File: src/assert_macros.svh
// assertion macros shared by the rtl
// expects clk and arst_n in the scope of use
`ifndef ASSERT_MACROS_SVH
`define ASSERT_MACROS_SVH

// a implies b in the same cycle
`define ASSERT_IMPL(lbl, a, b, msg) \
	lbl: assert property (@(posedge clk) disable iff (!arst_n) (a) |-> (b)) else $error(msg);

// a implies b in the next cycle
`define ASSERT_NEXT(lbl, a, b, msg) \
	lbl: assert property (@(posedge clk) disable iff (!arst_n) (a) |=> (b)) else $error(msg);

`endif

File: src/tstc_pkg.sv
// shared types and constants of the timestamp tolerance clustering block
// no dependencies
package tstc_pkg;

	localparam int MAX_ITEMS_DEF = 64;
	localparam int QUEUE_DEPTH = 4;
	localparam logic [31:0] TOL_RESET = 32'd500;

	typedef struct packed {
		logic [31:0] time_ms;
		logic        last;
	} in_t;

	typedef struct packed {
		logic [6:0] num_variants;
		logic       has_conflict;
		logic       overflow;
	} out_t;

	typedef enum logic [4:0] {
		BS_IDLE,
		BS_DUP_RD,
		BS_DUP_CMP,
		BS_SEL_START,
		BS_SEL_RD,
		BS_SEL_CMP,
		BS_CL_RD,
		BS_CL_CMP,
		BS_CL_MUL1,
		BS_CL_MUL2,
		BS_CL_DSTART,
		BS_CL_DIV,
		BS_DS_RD_I,
		BS_DS_HOLD,
		BS_DS_RD_K,
		BS_DS_CMP,
		BS_OUT
	} back_state_t;

endpackage

File: src/tstc_front.sv
// front end: accepts requests and queues them for the back end
// depends on tstc_pkg
module tstc_front (
	input  logic          clk,
	input  logic          arst_n,
	input  logic          in_valid,
	output logic          in_ready,
	input  tstc_pkg::in_t in_data,
	output logic          q_valid,
	input  logic          q_ready,
	output tstc_pkg::in_t q_data
);

	localparam int PW = $clog2(tstc_pkg::QUEUE_DEPTH);

	tstc_pkg::in_t mem_q [tstc_pkg::QUEUE_DEPTH];
	logic [PW:0] wr_q, rd_q;
	logic push, pop;

	assign in_ready = (wr_q[PW-1:0] != rd_q[PW-1:0]) || (wr_q[PW] == rd_q[PW]);
	assign q_valid  = (wr_q != rd_q);
	assign q_data   = mem_q[rd_q[PW-1:0]];
	assign push     = in_valid && in_ready;
	assign pop      = q_valid && q_ready;

	always_ff @(posedge clk) begin
		if (push) begin
			mem_q[wr_q[PW-1:0]] <= in_data;
		end
	end

	always_ff @(posedge clk or negedge arst_n) begin
		if (!arst_n) begin
			wr_q <= '0;
			rd_q <= '0;
		end else begin
			if (push) begin
				wr_q <= wr_q + 1'b1;
			end
			if (pop) begin
				rd_q <= rd_q + 1'b1;
			end
		end
	end

endmodule

File: config.mk
export PLATFORM = sky130hd
export DESIGN_NAME = tstc_front
export DESIGN_NICKNAME = d
export VERILOG_FILES = /design/src/assert_macros.svh /design/src/tstc_pkg.sv /design/src/tstc_front.sv
export SDC_FILE = /design/constraint.sdc
export NUM_CORES = 1
export LEC_CHECK = 0
export BUFFER_PORTS_ARGS = -buffer_cell sky130_fd_sc_hd__buf_2
export CAP_MARGIN = 20
export CORE_ASPECT_RATIO = 1.1
export CORE_MARGIN = 2
export CORE_UTILIZATION = 57
export DETAILED_ROUTE_END_ITERATION = 8
export PLACE_DENSITY = 0.79
export SYNTH_ARGS = -nofsm -noshare
export SYNTH_HDL_FRONTEND = slang
export SYNTH_SLANG_ARGS = --single-unit
export TNS_END_PERCENT = 100
File: constraint.sdc
create_clock -name clk -period 3.2 [get_ports clk]
set_clock_uncertainty 0.1 [all_clocks]
set_input_delay 0.64 -clock clk [delete_from_list [all_inputs] [get_ports clk]]
set_output_delay 0.64 -clock clk [all_outputs]
set_load 0.005 [all_outputs]
==> flow_metrics.py, run 1 <==
metrics = {
    "timing": {
        "setup_viol": 0,
        "maxSlewViolCount": 0,
        "finalHoldViolations": 0,
        "hold_slack_ns": 0.240,
        "totalNegativeSetupSlack_ns": 0,
        "clock.fmax_mhz": 357,
        "fin_crit_sh": 0.875,
        "worstMarginPinSlew_ns": 0.905,
        "rsz0062_at_grt": "false",
        "setup_slack_ns": 0.399,
        "layout_min_cycle_time_ns": 2.80,
        "slew-limit-headroom": 0.397,
    },
    "detailed_routing": {
        "post-route-drc-count": 0,
        "routed_wl_mm": 8.90,
        "drt_iter0_markers": 165,
        "wire_per_inst_microns": 20.5,
        "first_pass_iters": 4,
        "viasPerCell": 5.76,
        "vias": 2499,
        "ant_nets": 0,
    },
    "worst_hold_path": {
        "min_path_type": "input pin to flip-flop",
    },
    "clock_tree": {
        "ctsRootBufferMaster": "clkbuf_8",
        "clk_latency_ns": 0.51,
        "clock_sinks": 138,
        "cts_max_level": 4,
        "path_clk_slew_ns": 0.06,
        "cts_resized": 0,
        "cts_max_path_buffers": 2,
        "cts_setup_buffers": 0,
        "numCtsBuffers": 17,
        "cts_tree": "done",
    },
    "global_routing": {
        "antenna_found_initial": 1,
        "grt_overflow_total": 0,
        "grt_pass1_wl_mm": 14.0,
        "use_met2": 0.319,
        "busiest_layer": "met2",
        "track_usage": 0.201,
        "met3_usage": 0.0630,
        "grt_pass1_vias": 2656,
        "grtUsageMet1": 0.255,
        "grt_max_degree": 39,
    },
    "power": {
        "p_per_area_mw_per_mm2": 947,
        "leakage_uw": 0.00217,
        "peakVddDrop_v": 0.000470,
    },
    "place": {
        "io_buffers": 71,
        "hpwlAfterDp_mm": 5.36,
        "gp_congestion": 0.736,
        "placed_cells": 400,
        "dpl_worst_slack_ns": 0.898,
    },
    "cells_and_area": {
        "nets": 348,
        "drive_gt1_frac": 0.458,
        "area_growth_pct": 20.3,
        "final_util": 0.709,
        "fin_cells": 434,
        "fillers": 518,
    },
    "floorplanning": {
        "die_h_microns": 104,
        "die_w_microns": 95.3,
        "rows": 36,
        "initial_core_util": 0.589,
        "coreArea_sq_mm": 0.00887,
        "die_area_sq_mm": 0.00995,
        "ios": 72,
    },
    "critical_path": {
        "worstPathCellList": "buf_4 > mux4_2 > buf_2",
        "start_kind": "flip-flop",
        "slowest_delay_ns": 0.58,
        "critPathMaxFanout": 22,
        "arrival_ns": 2.06,
        "endpoint_kind": "output port",
        "path_class": "flip-flop to output port",
        "cp.required_ns": 2.46,
        "path_buf_inv": 2,
        "critical_path.slowest_cell": "mux4_2",
        "cpLargestDelayFamily": "multiplexers",
    },
    "job": {
        "maxCapViolCount": 0,
    },
    "synth": {
        "ys_ff_latch": 138,
        "syn_inst": 219,
        "synthTopCellsByArea": "edfxtp_1 (76%), mux4_2 (14%), dfrtp_1 (2.9%)",
        "yosys.area.top_type": "edfxtp_1",
        "synthesis.nets": 261,
        "ys_seq_area_frac": 0.787,
        "syn_area_sq_mm": 0.00523,
        "synth_warnings": 0,
        "synth_top_area_share": 0.758,
        "synth_cell_types": 22,
        "syn_avg_cell_area_sq_um": 23.9,
    },
    "status": {
        "status": "completed",
    },
}
## power breakdown
part | leakage (uW) | switching [uW] | internal (uW) | total (uW)
Clock | 0.000251 | 717 | 1030 | 1750
Combinational | 0.000642 | 869 | 785 | 1650
Sequential | 0.00128 | 135 | 2420 | 2550
Total | 0.00217 | 1720 | 4230 | 5950
## timing repair
action,CTS,global route
hold buffers,1,0
setup endpoints to repair,0,0
hold endpoints to repair,6,0
## path summary, 6_finish.rpt
path	slack, ns	depth (start not counted)	end	startpoint
max	0.40	3	q_data[18]	rd_q[0]
min reg2reg	0.49	1	rd_q[2]	rd_q[2]
max reg2reg	0.94	3	mem_q[0][17]	wr_q[0]
min	0.24	1	mem_q[3][24]	in_data[24]
max in group asynchronous	2.45	2	rd_q[0]	arst_n
min in group asynchronous	0.38	2	wr_q[2]	arst_n
## sequential cells by signal (all words and copies together), names as in the netlist
register  cells
mem_q       132
rd_q          3
wr_q          3
## worst register-to-register path: cells and delay by family (launching register included)
kind | cells | cell delay (ns)
flops | 1 | 0.49
xor+xnor | 1 | 0.25
simple gates | 2 | 1.04
## logic make-up (layout without fill, tap and decap cells)
logic type | after synthesis | after routing | synth area share
AO/OA/AOI/OAI | 13 | 13 | 0.0177
XOR/XNOR | 9 | 9 | 0.0180
adder cells (fa/ha/maj) | 5 | 5 | 0.0120
buffers and inverters | 11 | 111 | 0.0117
flip-flops | 138 | 138 | 0.787
multiplexers | 34 | 34 | 0.144
other | 0 | 1 | 0
AND/OR/NAND/NOR | 9 | 9 | 0.00934
## synthesized netlist by cell type
| cell | n |
|---|---|
| xnor2_2 | 1 |
| a31oi_2 | 1 |
| a31oi_1 | 1 |
| a211oi_1 | 2 |
| dfrtp_1 | 6 |
| o31ai_1 | 4 |
| xor2_1 | 3 |
| mux4_2 | 33 |
| nand2_1 | 2 |
| edfxtp_1 | 132 |
| o311ai_0 | 1 |
| mux2i_1 | 1 |
| nand2b_1 | 2 |
| xnor2_1 | 4 |
| a21oi_1 | 4 |
| and3_1 | 3 |
| buf_2 | 4 |
| buf_4 | 4 |
| ha_1 | 5 |
| inv_1 | 3 |
| xor2_2 | 1 |
| nand3_1 | 2 |
## layout by cell type, fill, tap and decap left out, drive strengths merged, types with 5 or more instances in the layout
cell type	count
buf	75
clkbuf	18
clkinv	6
clkinvlp	5
dfrtp	6
edfxtp	132
ha	5
inv	5
mux4	33
xnor2	5
## per-stage QoR
| stage | cell area, sq um | total power [uW] |
|---|---|---|
| 4_1_cts | 6280 | 6030 |
| 2_1_floorplan | 5230 | 3660 |
| 3_3_place_gp | 5730 | 4220 |
| 5_1_grt | 6280 | 6260 |
| 3_5_place_dp | 5730 | 4280 |
| 6_report | 6290 | 5950 |
## area by class of cell
cell class,count,area (sq um),area share
inverters,3,11.3,0.00179
repair buffers,76,408,0.0649
well taps,114,143,0.0227
clock inverters,14,125,0.0199
multi-input cells,70,1060,0.169
diodes,1,2.50,0.000398
clock buffers,18,418,0.0665
flip-flops and latches,138,4120,0.655
## routing by layer
metal / up-vias / wire, microns / share of wire
met2: 90 / 4770 / 0.54
li1: 1106 / - / -
met3: 11 / 516 / 0.058
met1: 1292 / 3460 / 0.39
met4: 0 / 160 / 0.018
met5: - / 0 / 0
Note: power is estimated with default switching activity, not from simulation.
==> inputs of run 2 (changes only) <==
CORE_UTILIZATION = 55   (was 57)
PLACE_DENSITY = 0.77   (was 0.79)
==> run 2 against run 1 <==
  * Flip-flop and latch count unchanged
  * Clock power about the same
  * Total power increased by 0.70%
  * Critical path type unchanged
  * Global-route usage decreased by 2.2 points
  * Worst setup slack got worse by 0.11 ns
  * Sequential share of layout area decreased by 0.16 points
  * Final area increased by 0.24%
  * Critical endpoint is now q_data[26]
  * Clock-buffer cell count unchanged
  * Cell count increased by 0.69%
  * Via count decreased by 2.8%
  * Wire length decreased by 2.3%
==> flow_metrics.py, run 2 (same netlist as run 1, synthesis figures left out) <==
metrics = {
    "status": {
        "status": "completed",
    },
    "global_routing": {
        "grt_max_degree": 39,
        "grt_overflow_total": 0,
        "antenna_found_initial": 0,
        "grt_pass1_vias": 2613,
        "grt_pass1_wl_mm": 13.3,
        "track_usage": 0.179,
    },
    "cells_and_area": {
        "final_common_cell": "edfxtp_1",
        "regArea_sq_mm": 0.00412,
        "fin_cells": 437,
        "final_cell_mix": "edfxtp_1 (132), buf_2 (71), mux4_2 (33), clkbuf_16 (16), ha_1 (5)",
        "multi_input_area_sq_mm": 0.00106,
        "drive_gt1_frac": 0.453,
        "final_util": 0.677,
        "nets": 349,
        "largest_reg_flops": 132,
        "fillers": 596,
        "n_antenna_cell": 0,
        "area_growth_pct": 20.6,
    },
    "critical_path": {
        "arrival_ns": 2.18,
        "worstRegToRegCells": 3,
        "cp.required_ns": 2.46,
        "regToRegSetupSlack_ns": 0.84,
        "path_class": "flip-flop to output port",
        "start_kind": "flip-flop",
        "critPathMaxFanout": 16,
        "rr_endpoint": "mem_q[0][10]",
        "endpoint_kind": "output port",
        "r2r-start": "rd_q[0]",
    },
    "clock_tree": {
        "numCtsBuffers": 17,
        "cts_tree": "done",
        "cts_max_path_buffers": 2,
        "cts_resized": 0,
        "clock_sinks": 138,
        "cts_max_level": 4,
        "ctsRootBufferMaster": "clkbuf_8",
        "clk_latency_ns": 0.51,
        "path_clk_slew_ns": 0.06,
    },
    "power": {
        "power_frac_comb": 0.271,
        "p_sw_frac": 0.281,
        "p_int_uw": 4310,
        "p_per_area_mw_per_mm2": 951,
        "p_sw_uw": 1680,
        "p_seq_frac": 0.433,
        "peakVddDrop_v": 0.000515,
        "leakage_uw": 0.00219,
        "pwr-share-clk": 0.296,
    },
    "detailed_routing": {
        "post-route-drc-count": 0,
        "vias": 2428,
        "routed_wl_mm": 8.70,
        "ant_nets": 0,
        "wire_per_inst_microns": 19.9,
        "viasPerCell": 5.56,
        "drt_iter0_markers": 85,
        "first_pass_iters": 4,
    },
    "worst_hold_path": {
        "worstHoldStart": "in_data[26]",
        "min_path_cells": 1,
        "min_path_type": "input pin to flip-flop",
        "min_to": "mem_q[3][26]",
    },
    "timing": {
        "totalNegativeSetupSlack_ns": 0,
        "setup_viol": 0,
        "fin_crit_sh": 0.911,
        "slew-limit-headroom": 0.411,
        "rsz0062_at_grt": "false",
        "clock.fmax_mhz": 343,
        "worstMarginPinSlew_ns": 0.884,
        "layout_min_cycle_time_ns": 2.92,
        "finalHoldViolations": 0,
        "maxSlewViolCount": 0,
    },
    "place": {
        "placed_cells": 404,
        "io_buffers": 71,
        "gp_congestion": 0.724,
        "hpwlAfterDp_mm": 5.31,
    },
    "floorplanning": {
        "rows": 37,
        "initial_core_util": 0.562,
        "die_h_microns": 106,
        "ios": 72,
        "die_w_microns": 96.9,
        "die_area_sq_mm": 0.0103,
        "coreArea_sq_mm": 0.00931,
    },
    "job": {
        "maxCapViolCount": 0,
    },
}
==> run 2: stage by stage <==
step / setup slack (ns) / hold slack [ns] / total power [uW] / cell area (sq um)
after detailed placement: 0.773 / 0.378 / 4300 / 5740
after floorplan: 0.828 / 0.244 / 3660 / 5230
after global placement: 0.771 / 0.378 / 4260 / 5740
after CTS: 0.219 / 0.218 / 6070 / 6300
after global routing: 0.140 / 0.227 / 6280 / 6300
final: 0.285 / 0.232 / 6000 / 6300
==> run 2: worst max path at each step <==
stage | cells after the start | slack (ns) | startpoint | to
floorplan | 3 | 0.83 | rd_q[0] | mem_q[3][0]
global placement | 3 | 0.77 | rd_q[0] | q_data[26]
detailed placement | 3 | 0.77 | rd_q[0] | mem_q[0][17]
CTS | 3 | 0.22 | rd_q[0] | q_data[29]
global route | 3 | 0.14 | rd_q[0] | q_data[23]
finish | 3 | 0.28 | rd_q[0] | q_data[26]
==> run 2: metal layers <==
layer  vias to the layer above  global-route usage  wire [microns]  share of wire
met2                        58               0.312            4670           0.54
met1                      1254               0.196            3440           0.40
met5                         -                   0               0              0
met3                        10              0.0625             414          0.048
li1                       1106                   -               -              -
met4                         0              0.0885             176          0.020
==> run 2: area by class of cell <==
| cell class | count | share of cell area |
|---|---|---|
| clock buffers | 18 | 0.0663 |
| clock inverters | 14 | 0.0208 |
| inverters | 3 | 0.00179 |
| multi-input cells | 70 | 0.169 |
| flip-flops and latches | 138 | 0.653 |
| well taps | 117 | 0.0232 |
| repair buffers | 77 | 0.0659 |
==> run 2: worst max-delay path: stages (launching register included) <==
cell,delay (ns)
dfrtp_2,0.68
buf_4,0.31
mux4_2,0.52
buf_2,0.14
==> run 2: timing repair <==
action | 4_1_cts | 5_1_grt
buffers inserted | 0 | 0
hold endpoints to repair | 6 | 0
hold buffers | 1 | 0
==> run 2: power by group through the flow <==
| stage | clock, uW | combinational (uW) | sequential, uW |
|---|---|---|---|
| after floorplan | 0 | 1120 | 2540 |
| after global placement | 0 | 1640 | 2620 |
| after detailed placement | 0 | 1650 | 2640 |
| after CTS | 1800 | 1660 | 2610 |
| after global routing | 1880 | 1760 | 2640 |
| final | 1770 | 1620 | 2600 |
